===== src/rtl/minv_pkg.sv =====
package minv_pkg;

	// Fixed field widths of the item ports
	localparam int IN_W  = 32;
	localparam int OUT_W = 32;

	// Status from the shared divider to the sequencer
	typedef struct packed {
		logic bit_vld;  // a quotient bit is produced this cycle
		logic qbit;     // that quotient bit, most significant first
		logic done;     // remainder is final
	} div_stat_t;

endpackage


===== src/rtl/minv_div.sv =====
module minv_div import minv_pkg::*; #(
	parameter int WIDTH = 32
) (
	input  logic             clk,
	input  logic             arst_n,
	input  logic             start,
	input  logic [WIDTH-1:0] dividend,
	input  logic [WIDTH-1:0] divisor,
	output div_stat_t        stat,
	output logic [WIDTH-1:0] remainder
);

	localparam int CNT_W = $clog2(WIDTH + 1);

	logic [WIDTH-1:0] rem_q;
	logic [WIDTH-1:0] quo_q;
	logic [WIDTH-1:0] dvs_q;
	logic [CNT_W-1:0] cnt_q;
	logic             busy_q;
	logic             done_q;
	logic [WIDTH:0]   shifted;
	logic [WIDTH:0]   diff;
	logic             ge;

	// Trial subtraction of one restoring step
	always_comb begin
		shifted = {rem_q, quo_q[WIDTH-1]};
		diff    = shifted - {1'b0, dvs_q};
		ge      = !diff[WIDTH];
	end

	// Control: load on start, count down one bit per cycle
	always_ff @(posedge clk or negedge arst_n) begin
		if (!arst_n) begin
			busy_q <= 1'b0;
			done_q <= 1'b0;
			cnt_q  <= '0;
		end else begin
			done_q <= 1'b0;
			if (start) begin
				busy_q <= 1'b1;
				cnt_q  <= CNT_W'(WIDTH);
			end else if (busy_q) begin
				cnt_q <= cnt_q - CNT_W'(1);
				if (cnt_q == CNT_W'(1)) begin
					busy_q <= 1'b0;
					done_q <= 1'b1;
				end
			end
		end
	end

	// Datapath: shift dividend bits in, quotient bits out
	always_ff @(posedge clk) begin
		if (start) begin
			rem_q <= '0;
			quo_q <= dividend;
			dvs_q <= divisor;
		end else if (busy_q) begin
			rem_q <= ge ? diff[WIDTH-1:0] : shifted[WIDTH-1:0];
			quo_q <= {quo_q[WIDTH-2:0], ge};
		end
	end

	assign stat.bit_vld = busy_q;
	assign stat.qbit    = ge;
	assign stat.done    = done_q;
	assign remainder    = rem_q;

endmodule


===== src/rtl/modular_inverse_unit.sv =====
// Modular inverse by the extended Euclidean algorithm.
// Input channel (in_valid / in_stall) carries value and modulus; the unit
// reduces value modulo modulus, then runs quotient/remainder steps while it
// tracks the signed coefficient of value. Output channel (out_valid /
// out_stall) returns inverse and has_inverse, one result item per item.
// Every division runs on one shared restoring divider, one quotient bit per
// cycle; the coefficient product q * coef is built bit by bit beside it.
// The work runs as the first reduction, then one division per Euclid step,
// then the final step, the fix step if an inverse exists, and the put step.
// A zero modulus skips the divider and goes straight to the put step.
// One item is worked on at a time; in_stall is high from acceptance until the
// result is placed in the output register. A new item may be accepted while a
// result still waits there; the next result waits while out_stall is high.
// Reset clears the sequencer and output valid; no item is in flight after it.
module modular_inverse_unit import minv_pkg::*; #(
	parameter int WIDTH = 32
) (
	input  logic             clk,
	input  logic             arst_n,
	input  logic             in_valid,
	output logic             in_stall,
	input  logic [IN_W-1:0]  value,
	input  logic [IN_W-1:0]  modulus,
	output logic             out_valid,
	input  logic             out_stall,
	output logic [OUT_W-1:0] inverse,
	output logic             has_inverse
);

	localparam int CW = WIDTH + 2;

	localparam logic [2:0] S_IDLE   = 3'd0;
	localparam logic [2:0] S_REDUCE = 3'd1;
	localparam logic [2:0] S_CHECK  = 3'd2;
	localparam logic [2:0] S_DIV    = 3'd3;
	localparam logic [2:0] S_FINAL  = 3'd4;
	localparam logic [2:0] S_FIX    = 3'd5;
	localparam logic [2:0] S_PUT    = 3'd6;

	logic [2:0]       state_q;
	logic [WIDTH-1:0] mod_q;
	logic [WIDTH-1:0] rp_q;
	logic [WIDTH-1:0] rc_q;
	logic [CW-1:0]    cp_q;
	logic [CW-1:0]    cc_q;
	logic [CW-1:0]    prod_q;
	logic             neg_q;
	logic [WIDTH-1:0] res_inv_q;
	logic             res_ok_q;
	logic             out_valid_q;
	logic [OUT_W-1:0] inverse_q;
	logic             has_inverse_q;

	logic [WIDTH-1:0] val_in;
	logic [WIDTH-1:0] mod_in;
	logic             accept;
	logic             div_start;
	logic [WIDTH-1:0] div_dividend;
	logic [WIDTH-1:0] div_divisor;
	div_stat_t        div_stat;
	logic [WIDTH-1:0] div_rem;
	logic             out_free;
	logic [CW-1:0]    mag;
	logic [CW-1:0]    red;

	// Cut inputs to the datapath width
	assign val_in = WIDTH'(value);
	assign mod_in = WIDTH'(modulus);

	assign in_stall = (state_q != S_IDLE);
	assign accept   = in_valid && (state_q == S_IDLE);
	assign out_free = !out_valid_q || !out_stall;

	// Start the divider for the first reduction or a Euclid step
	always_comb begin
		div_start    = 1'b0;
		div_dividend = rp_q;
		div_divisor  = rc_q;
		if (state_q == S_IDLE) begin
			div_start    = in_valid && (mod_in != '0);
			div_dividend = val_in;
			div_divisor  = mod_in;
		end else if (state_q == S_CHECK) begin
			div_start = (rc_q != '0);
		end
	end

	minv_div #(
		.WIDTH(WIDTH)
	) u_div (
		.clk       (clk),
		.arst_n    (arst_n),
		.start     (div_start),
		.dividend  (div_dividend),
		.divisor   (div_divisor),
		.stat      (div_stat),
		.remainder (div_rem)
	);

	// Fold the signed coefficient into 0..modulus-1 magnitude
	always_comb begin
		mag = cp_q[CW-1] ? (CW'(0) - cp_q) : cp_q;
		red = (mag >= {2'b00, mod_q}) ? (mag - {2'b00, mod_q}) : mag;
	end

	// Sequencer
	always_ff @(posedge clk or negedge arst_n) begin
		if (!arst_n) begin
			state_q <= S_IDLE;
		end else begin
			case (state_q)
				S_IDLE: begin
					if (accept) begin
						state_q <= (mod_in == '0) ? S_PUT : S_REDUCE;
					end
				end
				S_REDUCE: begin
					if (div_stat.done) begin
						state_q <= S_CHECK;
					end
				end
				S_CHECK: begin
					state_q <= (rc_q == '0) ? S_FINAL : S_DIV;
				end
				S_DIV: begin
					if (div_stat.done) begin
						state_q <= S_CHECK;
					end
				end
				S_FINAL: begin
					state_q <= (rp_q == WIDTH'(1)) ? S_FIX : S_PUT;
				end
				S_FIX: begin
					state_q <= S_PUT;
				end
				S_PUT: begin
					if (out_free) begin
						state_q <= S_IDLE;
					end
				end
				default: begin
					state_q <= S_IDLE;
				end
			endcase
		end
	end

	// Euclid datapath: remainders, coefficients and the running product
	always_ff @(posedge clk) begin
		case (state_q)
			S_IDLE: begin
				mod_q     <= mod_in;
				rp_q      <= mod_in;
				res_inv_q <= '0;
				res_ok_q  <= 1'b0;
			end
			S_REDUCE: begin
				if (div_stat.done) begin
					rc_q <= div_rem;
					cp_q <= '0;
					cc_q <= CW'(1);
				end
			end
			S_CHECK: begin
				prod_q <= '0;
			end
			S_DIV: begin
				if (div_stat.bit_vld) begin
					prod_q <= {prod_q[CW-2:0], 1'b0} + (div_stat.qbit ? cc_q : '0);
				end
				if (div_stat.done) begin
					rp_q <= rc_q;
					rc_q <= div_rem;
					cp_q <= cc_q;
					cc_q <= cp_q - prod_q;
				end
			end
			S_FINAL: begin
				prod_q <= red;
				neg_q  <= cp_q[CW-1];
			end
			S_FIX: begin
				res_ok_q  <= 1'b1;
				res_inv_q <= (neg_q && (prod_q != '0)) ?
					(mod_q - prod_q[WIDTH-1:0]) : prod_q[WIDTH-1:0];
			end
			default: begin
			end
		endcase
	end

	// Output register: load when free, drop when taken
	always_ff @(posedge clk or negedge arst_n) begin
		if (!arst_n) begin
			out_valid_q <= 1'b0;
		end else if (state_q == S_PUT && out_free) begin
			out_valid_q <= 1'b1;
		end else if (out_valid_q && !out_stall) begin
			out_valid_q <= 1'b0;
		end
	end

	always_ff @(posedge clk) begin
		if (state_q == S_PUT && out_free) begin
			inverse_q     <= OUT_W'(res_inv_q);
			has_inverse_q <= res_ok_q;
		end
	end

	assign out_valid   = out_valid_q;
	assign inverse     = inverse_q;
	assign has_inverse = has_inverse_q;

	// The divider is never restarted while it still produces bits
	a_no_restart: assert property (@(posedge clk) disable iff (!arst_n)
		div_start |-> !div_stat.bit_vld)
		else $error("divider restarted while busy");

	// A finished division arrives only where the sequencer waits for it
	a_done_state: assert property (@(posedge clk) disable iff (!arst_n)
		div_stat.done |-> (state_q == S_REDUCE || state_q == S_DIV))
		else $error("division finished in an unexpected state");

	// A missing inverse is always reported as zero
	a_none_zero: assert property (@(posedge clk) disable iff (!arst_n)
		(out_valid && !has_inverse) |-> (inverse == '0))
		else $error("nonzero inverse without has_inverse");

	// A result is only loaded once the sequencer reaches the put step
	a_load_put: assert property (@(posedge clk) disable iff (!arst_n)
		$rose(out_valid) |-> ($past(state_q) == S_PUT))
		else $error("output loaded outside the put step");

endmodule

===== config.mk =====
export PLATFORM = sky130hd
export DESIGN_NAME = modular_inverse_unit
export DESIGN_NICKNAME = d
export VERILOG_FILES = /design/src/rtl/minv_pkg.sv /design/src/rtl/minv_div.sv /design/src/rtl/modular_inverse_unit.sv
export SDC_FILE = /design/constraint.sdc
export NUM_CORES = 1
export LEC_CHECK = 0
export BUFFER_PORTS_ARGS = -buffer_cell sky130_fd_sc_hd__clkbuf_2
export CAP_MARGIN = 20
export CORE_UTILIZATION = 35
export CTS_CLUSTER_DIAMETER = 60
export CTS_CLUSTER_SIZE = 40
export DETAILED_ROUTE_END_ITERATION = 12
export PLACE_DENSITY = 0.56
export REMOVE_ABC_BUFFERS = 1
export SETUP_SLACK_MARGIN = 0.05
export SLEW_MARGIN = 20
export SYNTH_ARGS = -nofsm -noshare
export SYNTH_HDL_FRONTEND = slang
export SYNTH_SLANG_ARGS = --single-unit

===== constraint.sdc =====
create_clock -name clk -period 7.2 [get_ports clk]
set_input_delay 0.36 -clock clk [delete_from_list [all_inputs] [get_ports clk]]
set_output_delay 0.36 -clock clk [all_outputs]
set_load 0.005 [all_outputs]

* Yosys cells after proc, flatten, opt, wreduce, memory -nomap -nowiden
Cells that the tools add are included.
** Cells by class
- Add/subtract/negate cells :: 7
- Multiply operators :: 0
- Divide/modulo/power cells :: 0
- $lt $le $gt $ge :: 1
- Equality and inequality tests :: 14
- Shifts and indexed selects :: 0
- Mux-type cells :: 40
- Bitwise gates (word level) :: 0
- Reduce and logical (&&, ||, !) cells :: 28
** Operators by type and width (count)
- 34-bit two-way mux :: 8
- 32-bit two-way mux :: 7
- 34-bit one-hot mux with 2 select lines :: 2
- 32-bit one-hot mux with 2 select lines :: 2
- 34-bit one-hot mux with 3 select lines :: 1
- 32-bit zero test :: 2
- 32-bit nonzero test :: 2
- 34-bit adder :: 1
- 34-bit by 32-bit >= comparator with 1-bit output :: 1
- 34-bit nonzero test :: 1
- 1-bit by 34-bit subtractor with 34-bit output, first input constant :: 1
- 34-bit by 32-bit subtractor with 34-bit output :: 1
- 34-bit subtractor :: 1
- 33-bit by 32-bit subtractor with 33-bit output :: 1
- 32-bit by 1-bit == test with 1-bit output, second input constant :: 1
- 32-bit subtractor :: 1
- 3-bit one-hot mux with 6 select lines :: 1
- 3-bit two-way mux :: 5
- 6-bit two-way mux :: 2
- 1-bit two-way mux :: 10
- 2-bit nonzero test :: 5
- 3-bit == test, second input constant :: 3
- 2-bit by 1-bit != test with 1-bit output, second input constant :: 4
- 3-bit by 2-bit == test with 1-bit output, second input constant :: 2
- 14 further kinds :: 25
** Word-level totals
- Register bits after elaboration :: 373
- Bits in latches :: 0
- Memory bits (writable) :: 0
- Bits in read-only memories :: 0
- Input bits :: 68
- Output and inout bits :: 35
- Memories :: 0

* Depth between registers and ports, before layout
- Depth after elaboration :: 5
- Mapped depth :: 25

* By module
Synthesis repeated with hierarchy kept, for this count alone.
** Unflattened totals
- Cell total of the unflattened synthesis :: 2636
- Area total of the unflattened synthesis :: 24853.8 um^2
** By module, submodules not included
- modular_inverse_unit :: instances 1, cells each 1987, area an instance 18469.0 um^2
- minv_div :: instances 1, cells each 649, area an instance 6384.9 um^2

* Worst setup path after synthesis
Ideal clock, no wire load.
- Path type :: reg2reg
- Start point :: reg u_div.dvs_q[21]
- End point :: reg prod_q[31] (data pin)
- Library setup time :: 0.269 ns
- Arrival :: 4.750 ns
- Required time :: 6.931 ns
- Slack :: 2.181 ns
- Stages on the path, launching flop included :: 24
- Period minus slack after synthesis :: 5.019 ns
- Path through :: edfxtp_1 > inv_1 > ha_1 > clkbuf_1 > a211oi_1 > o21ai_0 > a21boi_0 > o2bb2ai_1 > or3_1 > nand3_1 > buf_2 > clkbuf_1 > and2_1 > ha_1 > a21o_1 > nand2b_1 > o21ai_0 > a21oi_1 > a211oi_1 > nor3_1 > o41a_1 > o21ai_0 > mux2i_1 > o311ai_1
** On the way
- Word-level cells in the longest chain between the ends :: 5
** RTL lines
- start, declared :: line minv_div.sv:17 : logic [WIDTH-1:0] dvs_q;
- start signal, assigned :: line minv_div.sv:58 : dvs_q <= divisor;
- 33-bit by 32-bit subtractor with 33-bit output :: line minv_div.sv:28 : diff = shifted - {1'b0, dvs_q};
- 34-bit two-way mux :: line modular_inverse_unit.sv:169 : prod_q <= {prod_q[CW-2:0], 1'b0} + (div_stat.qbit ? cc_q : '0);
- 34-bit adder :: line modular_inverse_unit.sv:169
- 34-bit two-way mux :: line modular_inverse_unit.sv:168 : if (div_stat.bit_vld) begin
- 34-bit one-hot mux with 3 select lines :: line modular_inverse_unit.sv:150 : case (state_q)
- end signal, assigned :: line modular_inverse_unit.sv:169
- end signal, assigned :: line modular_inverse_unit.sv:179 : prod_q <= red;
- end, declared :: line modular_inverse_unit.sv:46 : logic [CW-1:0] prod_q;
Every way passes these cells. The select of a mux whose other input is x is not followed.
A chain may end at the register's enable or synchronous reset.

* Worst setup path after layout
Same ends and word-level chain as after synthesis.

==> results.sh <==
export IMPL_dieHeight_um=267
export IMPL_wirelength_um=73300
export IMPL_avgViaCountPerCell=5.49
export IMPL_antenna_found_initial=1
export IMPL_post_route_period_util_pct=82.4
export IMPL_cts_htree_levels=2
export IMPL_finalSetupViolCount=0
export IMPL_worst_setup_path_end_kind="flip-flop"
export IMPL_crit_slowest_cell="a211oi_1"
export IMPL_cp_depth=22
export IMPL_hpwl_um=55400
export IMPL_grtUsageMet2_pct=33.7
export IMPL_min_path_type="in2reg"
export IMPL_fin_setup_tns_ns=0
export IMPL_insertedDiodeCount=0
export IMPL_root_buffer="clkbuf_16"
export IMPL_grt_pass1_vias=19494
export IMPL_mostFrequentLayoutCell="nand2_1"
export IMPL_cp_required_ns=7.51
export IMPL_cp_common_cell="o21ai_0"
export IMPL_status="finished, final reports clean"
export IMPL_gp_congestion=0.940
export IMPL_layout_common_cells="nand2_1 (385), edfxtp_1 (329), nor2_1 (206), a21oi_1 (172), ha_1 (163)"
export IMPL_antenna_left=0
export IMPL_synth_top_area_share_pct=40.3
export IMPL_io_pins=103
export IMPL_synth_top_area_cell="edfxtp_1"
export IMPL_pwr_density_cell_nw_per_um2=472
export IMPL_fp_row_count=96
export IMPL_clk_latency_ns=0.59
export IMPL_r2r_setup_slack_ns=1.26
export IMPL_timing_rr_start="u_div.dvs_q[21]"
export IMPL_grt_setup_unrepaired="no"
export IMPL_grt_ovfl_total=0
export IMPL_grt_util_met1_pct=28.4
export IMPL_final_hold_viol_count=0
export IMPL_gr_usage_all_layers_pct=20.6
export IMPL_worstSetupStartpointType="flip-flop"
export IMPL_route_vias_total=19998
export IMPL_startpoint="u_div.dvs_q[21]"
export IMPL_path_max_fanout=23
export IMPL_die_w_um=267
export IMPL_setup_ws_ns=1.26
export IMPL_drc=0
export IMPL_portBuffers=102
export IMPL_synth_area_um2=24500
export IMPL_finalCriticalPeriod_ns=5.94
export IMPL_synth_ff_type="edfxtp_1"
export IMPL_ys_ff_latch=373
export IMPL_first_pass_iters=7
export IMPL_die_area_um2=71100
export IMPL_grt_start_max_net_pins=64
export IMPL_grt_busiest_layer="met2"
export IMPL_postSynthAreaPerCell_um2=9.38
export IMPL_fin_skew_ns=0.0450
export IMPL_rr_endpoint="prod_q[31]"
export IMPL_clockBufferDepth=3
export IMPL_worst_slew_pin_slew_ns=0.972
export IMPL_cts_tree="done"
export IMPL_cpLargestDelayFamily="compound AO/OA/AOI/OAI gates"
export IMPL_max_slew_margin_rel_pct=35.2
export IMPL_max_freq_mhz=168
export IMPL_routedWlPerCell_um=20.1
export IMPL_drive_gt1_share_pct=8.45
export IMPL_use_met3_pct=2.09
export IMPL_rr_worst_depth=22
export IMPL_max_cap_violations=0
export IMPL_syn_inst=2613
export IMPL_grt_pass1_wl_um=113000
export IMPL_syn_to_final_growth_pct=11.8
export IMPL_clock_sinks=373
export IMPL_crit_path_end="prod_q[31]"
export IMPL_cts_buffers=38
export IMPL_worst_path_buf_inv=2
export IMPL_async_flop_share_pct=3.22
export IMPL_synth_top_cells_by_area="edfxtp_1 (40%), ha_1 (8.3%), nand2_1 (5.9%)"
export IMPL_clk_pin_slew_ns=0.10
export IMPL_slew_viol_final=0
export IMPL_nets=2918
export IMPL_crit_type="reg2reg"
export IMPL_place_ws_ns=1.36
export IMPL_ys_types=84
export IMPL_yosysWarnings=0
export IMPL_drt_iter0_drc=1754
export IMPL_max_stage_delay_ns=0.49
export IMPL_hold_ws_ns=0.0354
export IMPL_crit_arrival_ns=6.25
export IMPL_synth_edf_count=329
export IMPL_ys_seq_area_share_pct=44.2
export IMPL_start_util_pct=35.5
export IMPL_path_cells="inv_1, ha_1, a211oi_1, o21ai_0, a21boi_0, o2bb2ai_1, o21ai_0, nand3_4, and2_1, ha_1, inv_1, fa_1, nand2b_1, a21oi_1, o21ai_0, a21oi_1, a211oi_1, nor3_1, o41a_1, o21ai_0, mux2i_1, o311ai_1"
export IMPL_ir_drop_mv=0.331
export IMPL_core_um2=68900
export IMPL_cellLeakagePower_nw=11.2
-- state kept, by name, summed over array words and instances (netlist names), 3 cells and up --
signal	cells
cc_q	34
u_div.remainder	32
state_q	3
u_div.quo_q	32
u_div.dvs_q	32
res_inv_q	32
inverse	32
mod_q	32
rp_q	32
prod_q	34
u_div.cnt_q	6
cp_q	34
rc_q	32
-- how the worst min path moves through the flow --
stage	startpoint	endpoint	slack (ns)	depth (start not counted)
3_3_place_gp	arst_n	u_div.cnt_q[0]	0.25	1
5_1_grt	modulus[5]	mod_q[5]	0.01	1
4_1_cts	modulus[5]	mod_q[5]	0.007	1
2_1_floorplan	arst_n	out_valid	0.06	0
6_report	modulus[5]	mod_q[5]	0.04	1
3_5_place_dp	arst_n	u_div.cnt_q[0]	0.26	1
-- cells by family after synthesis --
family                     count (synthesis)  synth area share [%]
adders and majority gates                168                  8.73
xor gates and xnor gates                 141                  5.04
DFF                                      373                  44.2
buffers and inverters                    253                  3.97
AOI/OAI and AO/OA                        665                  17.7
muxes                                     38                  1.56
and+or+nand+nor                          975                  18.9
-- timing repair --
action	in CTS	in global routing
hold buffers	3	0
setup buffers	0	0
resized for setup	0	0
endpoints found under the hold margin	14	0
-- final cells by class --
class,instances,area [um2]
fillers,6933,41500
well taps,931,1160
repair buffers,129,733
clock inverters,30,347
clock buffers,39,976
multi-input cells,1987,12800
inverters,153,576
flip-flops and latches,373,10800
-- per-layer routing --
| layer | vias to the layer above | wire length, um |
|---|---|---|
| li1 | 9700 | - |
| met1 | 9658 | 34100 |
| met2 | 535 | 33700 |
| met3 | 105 | 3530 |
| met4 | 0 | 1970 |
| met5 | - | 0 |
-- power by group --
part	internal (W)	switching, W	total (W)	leakage, nW
Clock	0.00107	0.00104	0.00211	0.632
Combinational	0.00284	0.00432	0.00716	7.07
Sequential	0.00323	0.000431	0.00366	3.50
Total	0.00713	0.00580	0.0129	11.2
-- stage by stage --
stage	utilization, %	area (um2)	instances	power [W]
2_1_floorplan	-	24100	2513	0.00893
3_3_place_gp	37.8	26100	3570	0.0107
3_5_place_dp	37.8	26100	3570	0.0108
4_1_cts	39.7	27400	3642	0.0129
5_1_grt	39.7	27400	3642	0.0139
6_report	39.7	27400	3642	0.0129
-- synthesized netlist by cell type, types with 37 or more instances --
cell,count
xnor2_1,89
clkbuf_1,81
a211oi_1,53
xor2_1,52
nor3_1,52
ha_1,163
a21oi_1,173
edfxtp_1,329
a21o_1,86
mux2i_1,37
nor2b_1,37
o21ai_0,101
and2_1,40
nor4_1,39
nor2_1,207
inv_1,153
and3_1,61
nand2_1,386
a31oi_1,53
Power figures use the tool's default switching activity.
